<file path="src/linear_interp_grid_resampler_macros.svh">
// Assertion macros shared by the grid resampler RTL.
// Every macro samples on clk and is disabled while arst_n is low.
`ifndef LINEAR_INTERP_GRID_RESAMPLER_MACROS_SVH
`define LINEAR_INTERP_GRID_RESAMPLER_MACROS_SVH

// property must hold at every clock edge
`define LIR_ASSERT(lbl, prop, msg) \
	lbl: assert property (@(posedge clk) disable iff (!arst_n) prop) else $error(msg);

// condition must never be seen at a clock edge
`define LIR_NEVER(lbl, cond, msg) \
	lbl: assert property (@(posedge clk) disable iff (!arst_n) !(cond)) else $error(msg);

`endif

</file>
<file path="src/lir_pkg.sv">
// Shared types and constants for the linear grid resampler.
// No dependencies; imported by lir_front, lir_back and the top level.
`default_nettype none
package lir_pkg;
	localparam int unsigned NVAL          = 4;
	localparam int unsigned MAX_GRID_DEF  = 64;
	localparam logic [31:0] STEP_RST      = 32'h0001_0000;
	localparam logic [6:0]  COUNT_RST     = 7'd64;

	typedef enum logic [0:0] {
		REG_GRID_STEP  = 1'b0,
		REG_GRID_COUNT = 1'b1
	} reg_idx_t;

	typedef struct packed {
		logic [31:0]                pos;
		logic [NVAL-1:0][31:0]      vals;
		logic                       last;
	} knot_t;
endpackage
`default_nettype wire

</file>
<file path="src/lir_front.sv">
// Front end: two-entry knot queue between the input channel and the engine.
// Depends on lir_pkg (knot_t) and the assertion macros.
`default_nettype none
`include "linear_interp_grid_resampler_macros.svh"
module lir_front import lir_pkg::*; (
	input  logic  clk,
	input  logic  arst_n,
	input  logic  in_valid,
	output logic  in_stall,
	input  knot_t in_knot,
	output logic  q_valid,
	input  logic  q_pop,
	output knot_t q_knot
);
	knot_t      slot_q [2];
	logic       wr_ptr_q;
	logic       rd_ptr_q;
	logic [1:0] cnt_q;
	logic       push;
	logic       pop;

	assign in_stall = (cnt_q == 2'd2);
	assign q_valid  = (cnt_q != 2'd0);
	assign q_knot   = slot_q[rd_ptr_q];
	assign push     = in_valid && !in_stall;
	assign pop      = q_pop && q_valid;

	always_ff @(posedge clk) begin
		if (push) begin
			slot_q[wr_ptr_q] <= in_knot;
		end
	end

	always_ff @(posedge clk or negedge arst_n) begin
		if (!arst_n) begin
			wr_ptr_q <= 1'b0;
			rd_ptr_q <= 1'b0;
			cnt_q    <= 2'd0;
		end else begin
			if (push) begin
				wr_ptr_q <= !wr_ptr_q;
			end
			if (pop) begin
				rd_ptr_q <= !rd_ptr_q;
			end
			case ({push, pop})
				2'b10:   cnt_q <= cnt_q + 2'd1;
				2'b01:   cnt_q <= cnt_q - 2'd1;
				default: cnt_q <= cnt_q;
			endcase
		end
	end

	`LIR_NEVER(a_front_cnt, cnt_q == 2'd3, "knot queue count out of range")
endmodule
`default_nettype wire

</file>
<file path="src/lir_muldiv.sv">
// Shared serial unit: |a|*|b| by shift-add, then restoring division by d.
// Depends on the assertion macros; one product bit or quotient bit a cycle.
`default_nettype none
`include "linear_interp_grid_resampler_macros.svh"
module lir_muldiv #(
	parameter int unsigned AW = 39
) (
	input  logic          clk,
	input  logic          arst_n,
	input  logic          start,
	input  logic [AW-1:0] a,
	input  logic [32:0]   b,
	input  logic [31:0]   d,
	output logic          busy,
	output logic          done,
	output logic [32:0]   quo,
	output logic          over
);
	localparam int unsigned PW    = AW + 33;
	localparam int unsigned CNT_W = $clog2(PW + 1);

	typedef enum logic [2:0] {
		M_IDLE = 3'b001,
		M_MUL  = 3'b010,
		M_DIV  = 3'b100
	} md_state_t;

	md_state_t       state_q;
	logic [PW-1:0]   acc_q;
	logic [PW-1:0]   a_sh_q;
	logic [32:0]     b_sh_q;
	logic [31:0]     d_q;
	logic [31:0]     rem_q;
	logic [CNT_W-1:0] cnt_q;
	logic            done_q;
	logic [32:0]     trial;
	logic            ge;

	assign trial = {rem_q, acc_q[PW-1]};
	assign ge    = (trial >= {1'b0, d_q});
	assign busy  = (state_q != M_IDLE);
	assign done  = done_q;
	assign quo   = acc_q[32:0];
	assign over  = |acc_q[PW-1:33];

	always_ff @(posedge clk) begin
		unique case (state_q)
			M_IDLE: begin
				if (start) begin
					acc_q  <= '0;
					a_sh_q <= PW'(a);
					b_sh_q <= b;
					d_q    <= d;
				end
			end
			M_MUL: begin
				if (b_sh_q[0]) begin
					acc_q <= acc_q + a_sh_q;
				end
				a_sh_q <= {a_sh_q[PW-2:0], 1'b0};
				b_sh_q <= {1'b0, b_sh_q[32:1]};
				rem_q  <= '0;
			end
			M_DIV: begin
				rem_q <= ge ? 32'(trial - {1'b0, d_q}) : trial[31:0];
				acc_q <= {acc_q[PW-2:0], ge};
			end
			default: begin
				acc_q <= acc_q;
			end
		endcase
	end

	always_ff @(posedge clk or negedge arst_n) begin
		if (!arst_n) begin
			state_q <= M_IDLE;
			cnt_q   <= '0;
			done_q  <= 1'b0;
		end else begin
			done_q <= 1'b0;
			unique case (state_q)
				M_IDLE: begin
					if (start) begin
						cnt_q   <= CNT_W'(33);
						state_q <= M_MUL;
					end
				end
				M_MUL: begin
					if (cnt_q == CNT_W'(1)) begin
						cnt_q   <= CNT_W'(PW);
						state_q <= M_DIV;
					end else begin
						cnt_q <= cnt_q - CNT_W'(1);
					end
				end
				M_DIV: begin
					cnt_q <= cnt_q - CNT_W'(1);
					if (cnt_q == CNT_W'(1)) begin
						done_q  <= 1'b1;
						state_q <= M_IDLE;
					end
				end
				default: state_q <= M_IDLE;
			endcase
		end
	end

	`LIR_ASSERT(a_md_done_idle, done_q |-> (state_q == M_IDLE), "done while unit busy")
endmodule
`default_nettype wire

</file>
<file path="src/lir_back.sv">
// Back end: segment state, grid walk, per-value interpolation and result register.
// Depends on lir_pkg, lir_muldiv and the assertion macros.
`default_nettype none
`include "linear_interp_grid_resampler_macros.svh"
module lir_back import lir_pkg::*; #(
	parameter int unsigned MAX_GRID_POINTS = MAX_GRID_DEF,
	localparam int unsigned IDX_W = $clog2(MAX_GRID_POINTS)
) (
	input  logic               clk,
	input  logic               arst_n,
	input  logic               q_valid,
	output logic               q_pop,
	input  knot_t              q_knot,
	input  logic [31:0]        grid_step,
	input  logic [6:0]         grid_count,
	output logic               out_valid,
	input  logic               out_stall,
	output logic [IDX_W-1:0]   grid_index,
	output logic signed [31:0] u_out,
	output logic signed [31:0] k_out,
	output logic signed [31:0] ep_out,
	output logic signed [31:0] v2_out,
	output logic               end_of_run,
	output logic               grid_done
);
	localparam int unsigned NG_W = $clog2(MAX_GRID_POINTS + 1);
	localparam int unsigned G_W  = 32 + NG_W;
	localparam int unsigned CW   = (NG_W > 7) ? NG_W : 7;
	localparam int unsigned VI_W = $clog2(NVAL);

	typedef enum logic [4:0] {
		S_IDLE  = 5'b00001,
		S_GCALC = 5'b00010,
		S_CHECK = 5'b00100,
		S_VAL   = 5'b01000,
		S_WAIT  = 5'b10000
	} state_t;

	state_t            state_q;
	logic [31:0]       prev_pos_q;
	logic [31:0]       cur_pos_q;
	logic [31:0]       prev_vals_q [NVAL];
	logic [31:0]       cur_vals_q  [NVAL];
	logic [1:0]        ks_q;
	logic [NG_W-1:0]   next_grid_q;
	logic              last_q;
	logic [G_W-1:0]    g_q;
	logic [VI_W-1:0]   vidx_q;
	logic              neg_q;
	logic [31:0]       u1_q;
	logic [31:0]       res_vals_q [NVAL];
	logic [IDX_W-1:0]  res_idx_q;
	logic              res_gd_q;
	logic              have_res_q;
	logic              out_valid_q;
	logic [IDX_W-1:0]  out_idx_q;
	logic [31:0]       out_vals_q [NVAL];
	logic              out_eor_q;
	logic              out_gd_q;

	logic [CW-1:0]     gc_ext;
	logic [CW-1:0]     cnt_c;
	logic [NG_W-1:0]   count;
	logic              out_free;
	logic              emit;
	logic [31:0]       u1;
	logic [31:0]       u2;
	logic signed [G_W:0] dg;
	logic signed [32:0]  du;
	logic [G_W-1:0]    a_mag;
	logic [32:0]       b_mag;
	logic              trivial;
	logic [31:0]       triv_val;
	logic              md_start;
	logic              md_busy;
	logic              md_done;
	logic [32:0]       md_quo;
	logic              md_over;
	logic signed [34:0] sum;
	logic [31:0]       wait_val;
	logic              val_wr;
	logic [31:0]       val_data;

	assign gc_ext = CW'(grid_count);
	assign cnt_c  = (gc_ext > CW'(MAX_GRID_POINTS)) ? CW'(MAX_GRID_POINTS) : gc_ext;
	assign count  = NG_W'(cnt_c);

	assign out_free = !out_valid_q || !out_stall;
	assign emit     = (next_grid_q < count) &&
	                  (last_q || (ks_q == 2'd2 && g_q <= G_W'(cur_pos_q)));
	assign q_pop    = (state_q == S_IDLE);

	// Segment terms for the value being worked on
	assign u1    = prev_vals_q[vidx_q];
	assign u2    = cur_vals_q[vidx_q];
	assign dg    = $signed({1'b0, g_q}) - $signed({{(NG_W + 1){1'b0}}, prev_pos_q});
	assign du    = $signed({u2[31], u2}) - $signed({u1[31], u1});
	assign a_mag = dg[G_W] ? G_W'(-dg) : dg[G_W-1:0];
	assign b_mag = du[32] ? 33'(-du) : du[32:0];

	always_comb begin
		trivial  = 1'b1;
		triv_val = u2;
		if (ks_q != 2'd2 || cur_pos_q <= prev_pos_q) begin
			triv_val = u2;
		end else if (a_mag == '0 || b_mag == '0) begin
			triv_val = u1;
		end else begin
			trivial = 1'b0;
		end
	end

	assign md_start = (state_q == S_VAL) && !trivial;

	lir_muldiv #(
		.AW (G_W)
	) u_muldiv (
		.clk    (clk),
		.arst_n (arst_n),
		.start  (md_start),
		.a      (a_mag),
		.b      (b_mag),
		.d      (cur_pos_q - prev_pos_q),
		.busy   (md_busy),
		.done   (md_done),
		.quo    (md_quo),
		.over   (md_over)
	);

	always_comb begin
		sum = neg_q ? ($signed({{3{u1_q[31]}}, u1_q}) - $signed({2'b00, md_quo}))
		            : ($signed({{3{u1_q[31]}}, u1_q}) + $signed({2'b00, md_quo}));
		if (md_over) begin
			wait_val = neg_q ? 32'h8000_0000 : 32'h7FFF_FFFF;
		end else if (sum > 35'sh0_7FFF_FFFF) begin
			wait_val = 32'h7FFF_FFFF;
		end else if (sum < -35'sh0_8000_0000) begin
			wait_val = 32'h8000_0000;
		end else begin
			wait_val = sum[31:0];
		end
	end

	assign val_wr   = ((state_q == S_VAL) && trivial) || ((state_q == S_WAIT) && md_done);
	assign val_data = (state_q == S_WAIT) ? wait_val : triv_val;

	// Payload registers
	always_ff @(posedge clk) begin
		if (state_q == S_GCALC) begin
			g_q <= G_W'(G_W'(next_grid_q) + G_W'(1)) * G_W'(grid_step);
		end
		if (md_start) begin
			neg_q <= dg[G_W] ^ du[32];
			u1_q  <= u1;
		end
		if (val_wr) begin
			res_vals_q[vidx_q] <= val_data;
			if (vidx_q == VI_W'(NVAL - 1)) begin
				res_idx_q <= IDX_W'(next_grid_q);
				res_gd_q  <= (next_grid_q + NG_W'(1) == count);
			end
		end
		if (state_q == S_CHECK && have_res_q && out_free) begin
			out_idx_q  <= res_idx_q;
			out_vals_q <= res_vals_q;
			out_eor_q  <= !emit;
			out_gd_q   <= res_gd_q;
		end
	end

	always_ff @(posedge clk or negedge arst_n) begin
		if (!arst_n) begin
			state_q     <= S_IDLE;
			prev_pos_q  <= '0;
			cur_pos_q   <= '0;
			prev_vals_q <= '{default: '0};
			cur_vals_q  <= '{default: '0};
			ks_q        <= 2'd0;
			next_grid_q <= '0;
			last_q      <= 1'b0;
			vidx_q      <= '0;
			have_res_q  <= 1'b0;
			out_valid_q <= 1'b0;
		end else begin
			if (state_q == S_CHECK && have_res_q && out_free) begin
				out_valid_q <= 1'b1;
			end else if (out_valid_q && !out_stall) begin
				out_valid_q <= 1'b0;
			end
			unique case (state_q)
				S_IDLE: begin
					if (q_valid) begin
						prev_pos_q <= cur_pos_q;
						cur_pos_q  <= q_knot.pos;
						for (int v = 0; v < NVAL; v++) begin
							prev_vals_q[v] <= cur_vals_q[v];
							cur_vals_q[v]  <= q_knot.vals[v];
						end
						if (ks_q != 2'd2) begin
							ks_q <= ks_q + 2'd1;
						end
						last_q  <= q_knot.last;
						state_q <= S_GCALC;
					end
				end
				S_GCALC: begin
					state_q <= S_CHECK;
				end
				S_CHECK: begin
					if (!have_res_q || out_free) begin
						if (have_res_q) begin
							have_res_q <= 1'b0;
						end
						if (emit) begin
							vidx_q  <= '0;
							state_q <= S_VAL;
						end else begin
							// a last knot ends the run: back to the reset picture
							if (last_q) begin
								prev_pos_q  <= '0;
								cur_pos_q   <= '0;
								prev_vals_q <= '{default: '0};
								cur_vals_q  <= '{default: '0};
								ks_q        <= 2'd0;
								next_grid_q <= '0;
							end
							state_q <= S_IDLE;
						end
					end
				end
				S_VAL, S_WAIT: begin
					if (md_start) begin
						state_q <= S_WAIT;
					end
					if (val_wr) begin
						if (vidx_q == VI_W'(NVAL - 1)) begin
							next_grid_q <= next_grid_q + NG_W'(1);
							have_res_q  <= 1'b1;
							state_q     <= S_GCALC;
						end else begin
							vidx_q  <= vidx_q + VI_W'(1);
							state_q <= S_VAL;
						end
					end
				end
				default: state_q <= S_IDLE;
			endcase
		end
	end

	assign out_valid  = out_valid_q;
	assign grid_index = out_idx_q;
	assign u_out      = $signed(out_vals_q[0]);
	assign k_out      = $signed(out_vals_q[1]);
	assign ep_out     = $signed(out_vals_q[2]);
	assign v2_out     = $signed(out_vals_q[3]);
	assign end_of_run = out_eor_q;
	assign grid_done  = out_gd_q;

	`LIR_ASSERT(a_idle_no_res, (state_q == S_IDLE) |-> !have_res_q, "result left over at idle")
	`LIR_ASSERT(a_wait_md, (state_q == S_WAIT) |-> (md_busy || md_done), "waiting on idle unit")
	`LIR_NEVER(a_grid_range, next_grid_q > NG_W'(MAX_GRID_POINTS), "grid index past maximum")
endmodule
`default_nettype wire

</file>
<file path="src/linear_interp_grid_resampler.sv">
// Top level of the linear grid resampler: config registers, knot queue, engine.
// Depends on lir_pkg, lir_front, lir_back (and lir_muldiv below it).
//
//  channel  handshake              payload
//  in       in_valid / in_stall    knot_pos, u_val, k_val, ep_val, v2_val, last_knot
//  out      out_valid / out_stall  grid_index, u_out, k_out, ep_out, v2_out,
//                                  end_of_run, grid_done
//  cfg      cfg_valid / cfg_ready  cfg_index, cfg_data
//
// A knot that emits nothing passes the engine states S_IDLE, S_GCALC and S_CHECK;
// each emitted grid point passes S_GCALC and S_CHECK and then, per value, S_VAL
// alone when it is a copy, or S_VAL and S_WAIT on the shared serial multiply/divide
// unit. The queue takes two knots while the engine works. Reset is immediate:
// no clearing pass. The output register holds a result while out_stall is high.
`default_nettype none
module linear_interp_grid_resampler import lir_pkg::*; #(
	parameter int unsigned MAX_GRID_POINTS = MAX_GRID_DEF,
	localparam int unsigned IDX_W = $clog2(MAX_GRID_POINTS)
) (
	input  logic               clk,
	input  logic               arst_n,
	input  logic               in_valid,
	output logic               in_stall,
	input  logic [31:0]        knot_pos,
	input  logic signed [31:0] u_val,
	input  logic signed [31:0] k_val,
	input  logic signed [31:0] ep_val,
	input  logic signed [31:0] v2_val,
	input  logic               last_knot,
	output logic               out_valid,
	input  logic               out_stall,
	output logic [IDX_W-1:0]   grid_index,
	output logic signed [31:0] u_out,
	output logic signed [31:0] k_out,
	output logic signed [31:0] ep_out,
	output logic signed [31:0] v2_out,
	output logic               end_of_run,
	output logic               grid_done,
	input  logic               cfg_valid,
	output logic               cfg_ready,
	input  logic [0:0]         cfg_index,
	input  logic [31:0]        cfg_data
);
	logic [31:0] grid_step_q;
	logic [6:0]  grid_count_q;
	knot_t       in_knot;
	knot_t       q_knot;
	logic        q_valid;
	logic        q_pop;

	assign cfg_ready = 1'b1;

	always_ff @(posedge clk or negedge arst_n) begin
		if (!arst_n) begin
			grid_step_q  <= STEP_RST;
			grid_count_q <= COUNT_RST;
		end else if (cfg_valid && cfg_ready) begin
			unique case (reg_idx_t'(cfg_index))
				REG_GRID_STEP:  grid_step_q  <= cfg_data;
				REG_GRID_COUNT: grid_count_q <= cfg_data[6:0];
				default:        grid_step_q  <= grid_step_q;
			endcase
		end
	end

	assign in_knot.pos     = knot_pos;
	assign in_knot.vals[0] = u_val;
	assign in_knot.vals[1] = k_val;
	assign in_knot.vals[2] = ep_val;
	assign in_knot.vals[3] = v2_val;
	assign in_knot.last    = last_knot;

	lir_front u_front (
		.clk      (clk),
		.arst_n   (arst_n),
		.in_valid (in_valid),
		.in_stall (in_stall),
		.in_knot  (in_knot),
		.q_valid  (q_valid),
		.q_pop    (q_pop),
		.q_knot   (q_knot)
	);

	lir_back #(
		.MAX_GRID_POINTS (MAX_GRID_POINTS)
	) u_back (
		.clk        (clk),
		.arst_n     (arst_n),
		.q_valid    (q_valid),
		.q_pop      (q_pop),
		.q_knot     (q_knot),
		.grid_step  (grid_step_q),
		.grid_count (grid_count_q),
		.out_valid  (out_valid),
		.out_stall  (out_stall),
		.grid_index (grid_index),
		.u_out      (u_out),
		.k_out      (k_out),
		.ep_out     (ep_out),
		.v2_out     (v2_out),
		.end_of_run (end_of_run),
		.grid_done  (grid_done)
	);
endmodule
`default_nettype wire
</file>
<file path="config.mk">
export PLATFORM = sky130hd
export DESIGN_NAME = linear_interp_grid_resampler
export DESIGN_NICKNAME = d
export VERILOG_FILES = /design/src/lir_pkg.sv /design/src/lir_front.sv /design/src/lir_muldiv.sv /design/src/lir_back.sv /design/src/linear_interp_grid_resampler.sv
export VERILOG_INCLUDE_DIRS = /design/src /design/src/src
export SDC_FILE = /design/constraint.sdc
export NUM_CORES = 2
export LEC_CHECK = 0
export BUFFER_PORTS_ARGS = -buffer_cell sky130_fd_sc_hd__buf_2
export CORE_MARGIN = 1
export CORE_UTILIZATION = 45
export DETAILED_ROUTE_END_ITERATION = 7
export GPL_TIMING_DRIVEN = 0
export SLEW_MARGIN = 30
export SYNTH_ARGS = -nofsm -noshare
export SYNTH_HDL_FRONTEND = slang
export SYNTH_SLANG_ARGS = --single-unit
</file>
<file path="constraint.sdc">
create_clock -name clk -period 16.5 [get_ports clk]
set_clock_uncertainty 0.2 [all_clocks]
set_input_delay 0.825 -clock clk [delete_from_list [all_inputs] [get_ports clk]]
set_output_delay 0.825 -clock clk [all_outputs]
set_load 0.02 [all_outputs]
</file>
==> metrics.yaml <==
outcome: "completed"
period_share_pct: 56.84
ys_seq_area_share_pct: 49.73
numClockSinks: 1299
required_ns: 16.81
dr.pass1.iters: 5
rows: 148
vias: 54950
coreArea_um2: 163500
area_growth_pct: 15.89
vdd.ir_drop.worst_v: 0.0001546
grt_pass1_vias: 54050
p_per_area_nw_per_um2: 236.9
clkPwrFrac_pct: 15.9
crit_path_top_delay_cell: "buf_1"
arrival_ns: 9.68
power.internal_mw: 10.99
start_kind: "flip-flop"
synth_edf_count: 906
drt_iter0_drc: 4964
via_per_inst: 5.637
drc: 0
clkLatencyLatePin_ns: 0.84
crit_path_max_incr_delay_ns: 0.68
most-common-layout-cells: "nand2_1 (934), edfxtp_1 (906), inv_1 (391)"
hold_viol_final: 0
cts_tree: "done"
cts_buffers: 144
postSynthCellCount: 6770
finalWirelength_mm: 215.1
grt-ovfl-total: 0
hpwlAfterDp_mm: 165.2
ys_ff_latch: 1299
hold_slack_ns: 0.06946
final_antenna_net_count: 0
p_comb_share_pct: 58.9
path_class: "flip-flop to flip-flop"
globalplace.congestion: 0.9499
port_buffers: 336
fp.dieW_um: 408.9
post_cts_buffers: 0
synth_area_per_cell_um2: 11.00
ys_async_sr_fraction_pct: 30.25
start_util_pct: 45.56
wl_per_cell_um: 22.06
crit_path_end_kind: "flip-flop"
synth_ff_type: "edfxtp_1"
yosys_warnings: 0
finalSetupViolCount: 0
cp_top_family: "compound AO/OA/AOI/OAI gates"
track_usage_pct: 25.60
drive_gt1_share_pct: 10.74
cp_max_fo: 10
path_clk_slew_ns: 0.06
grt_max_degree: 86
fmax_ghz: 0.1066
final_common_cell: "nand2_1"
synth_fp_nets: 7496
ios: 338
worstHoldPathType: "primary input to flip-flop"
tightestPinTransition_ns: 1.001
netlist_area_um2: 74490
synth_cell_type_count: 105
maxCapViolations: 0
seqPwrFrac_pct: 25.2
grt_pass1_wl_mm: 328.9
antenna_found_initial: 6
cts.repair.resized: 0
slew_viol_final: 0
power.static_leakage_nw: 35.15
fin_crit_ns: 9.379
relSlewSlack_pct: 33.28
cts.htree.levels: 4
clk_path_buf_depth: 3
tns_ns: 0
switching_share_pct: 46.28
fin_nets: 8179
die_y_um: 408.9
clockRootBuffer: "clkbuf_16"
crit_buf_inv: 7
switching_power_mw: 9.465
rsz0062_at_grt: "false"
n_antenna_cell: 0
die_area_um2: 167200
metal layers:
metal / global-route usage, % / vias up / part of all wire, %
met3: 3.514 / 222 / 5.7
met4: 5.805 / 4 / 1.9
met5: 0 / - / 0.011
li1: - / 25800 / -
met1: 37.43 / 27350 / 47
met2: 40.32 / 1574 / 45
cell usage after synthesis (120+ instances only):
cell type	n	share of area (%)
ha_1	342	5.7
and2_1	121	1.0
nand2_1	935	4.7
nor2_1	337	1.7
a21o_1	143	1.4
edfxtp_1	906	37
xnor2_1	228	2.7
nor2b_1	120	1.0
inv_1	394	2.0
clkbuf_1	275	1.4
o21ai_0	381	2.6
mux2i_1	232	3.1
dfrtp_1	389	13
fa_1	185	5.0
o31ai_1	212	2.1
a21oi_1	292	2.0
stage by stage:
stage	setup WS (ns)	util [%]	instances	instance area, µm²	power [mW]
after floorplan	5.460	-	6770	74490	13.45
after global placement	0.9661	48.25	9281	78900	16.84
after detailed placement	7.136	48.83	9315	79840	17.04
after CTS	7.090	52.79	9748	86330	20.39
after global routing	6.635	52.80	9748	86330	21.89
final	7.121	52.80	9748	86330	20.45
worst paths after layout:
check	start	endpoint	slack, ns	cells after the start
setup / recovery	u_back.vidx_q[0]$_DFFE_PN0P_	u_back.res_vals_q[58]$_DFFE_PP_	7.12	26
hold / removal	cfg_data[25]	grid_step_q[25]$_DFFE_PN0P_	0.07	2
setup reg to reg	u_back.vidx_q[0]$_DFFE_PN0P_	u_back.res_vals_q[58]$_DFFE_PP_	7.12	26
hold reg to reg	u_back.res_vals_q[6]$_DFFE_PP_	u_back.v2_out[6]$_DFFE_PP_	0.21	0
max in group asynchronous	arst_n	u_back.cur_vals_q[47]$_DFFE_PN0P_	14.51	4
min in group asynchronous	arst_n	grid_step_q[13]$_DFFE_PN0P_	0.35	2
layout make-up:
type	count	area, µm²
plain buffers	329	1299
flip-flops and latches	1299	37050
multi-input cells	4745	34740
inverters	397	1493
clock inverters	80	959.7
clock buffers	186	3851
fillers	14320	77180
well taps	2175	2721
repair buffers	537	4218
what timing repair did:
action                                 4_1_cts  5_1_grt
endpoints found under the hold margin      381        0
setup endpoints to repair                    0        0
hold buffers                               167        0
power by group through the flow:
stage | combinational [mW] | sequential (mW) | clock [mW]
global placement | 11.6 | 5.26 | 0
CTS | 11.9 | 5.14 | 3.32
finish | 12.0 | 5.16 | 3.26
global route | 13.2 | 5.21 | 3.44
detailed placement | 11.8 | 5.20 | 0
floorplan | 8.44 | 5.01 | 0
kinds of logic after synthesis:
group                    Yosys count  synth area share (%)
other                              1              0.005034
AO/OA/AOI/OAI                   1491                 13.24
flip-flops                      1299                 49.73
AND/OR/NAND/NOR                 2052                 12.90
adder cells (fa/ha/maj)          527                 10.72
multiplexers                     344                 5.793
XOR/XNOR                         330                 3.890
buffers and inverters            726                 3.724
registers in the layout, summed over array words and instances (netlist names), 33 cells and up:
name                    cells
u_back.res_vals_q         128
u_front.slot_q            322
u_back.u_muldiv.b_sh_q     33
u_back.cur_vals_q         128
u_back.u_muldiv.a_sh_q     72
u_back.prev_vals_q        128
u_back.g_q                 39
u_back.u_muldiv.acc_q      72
Note: power is estimated with default switching activity, not from simulation.
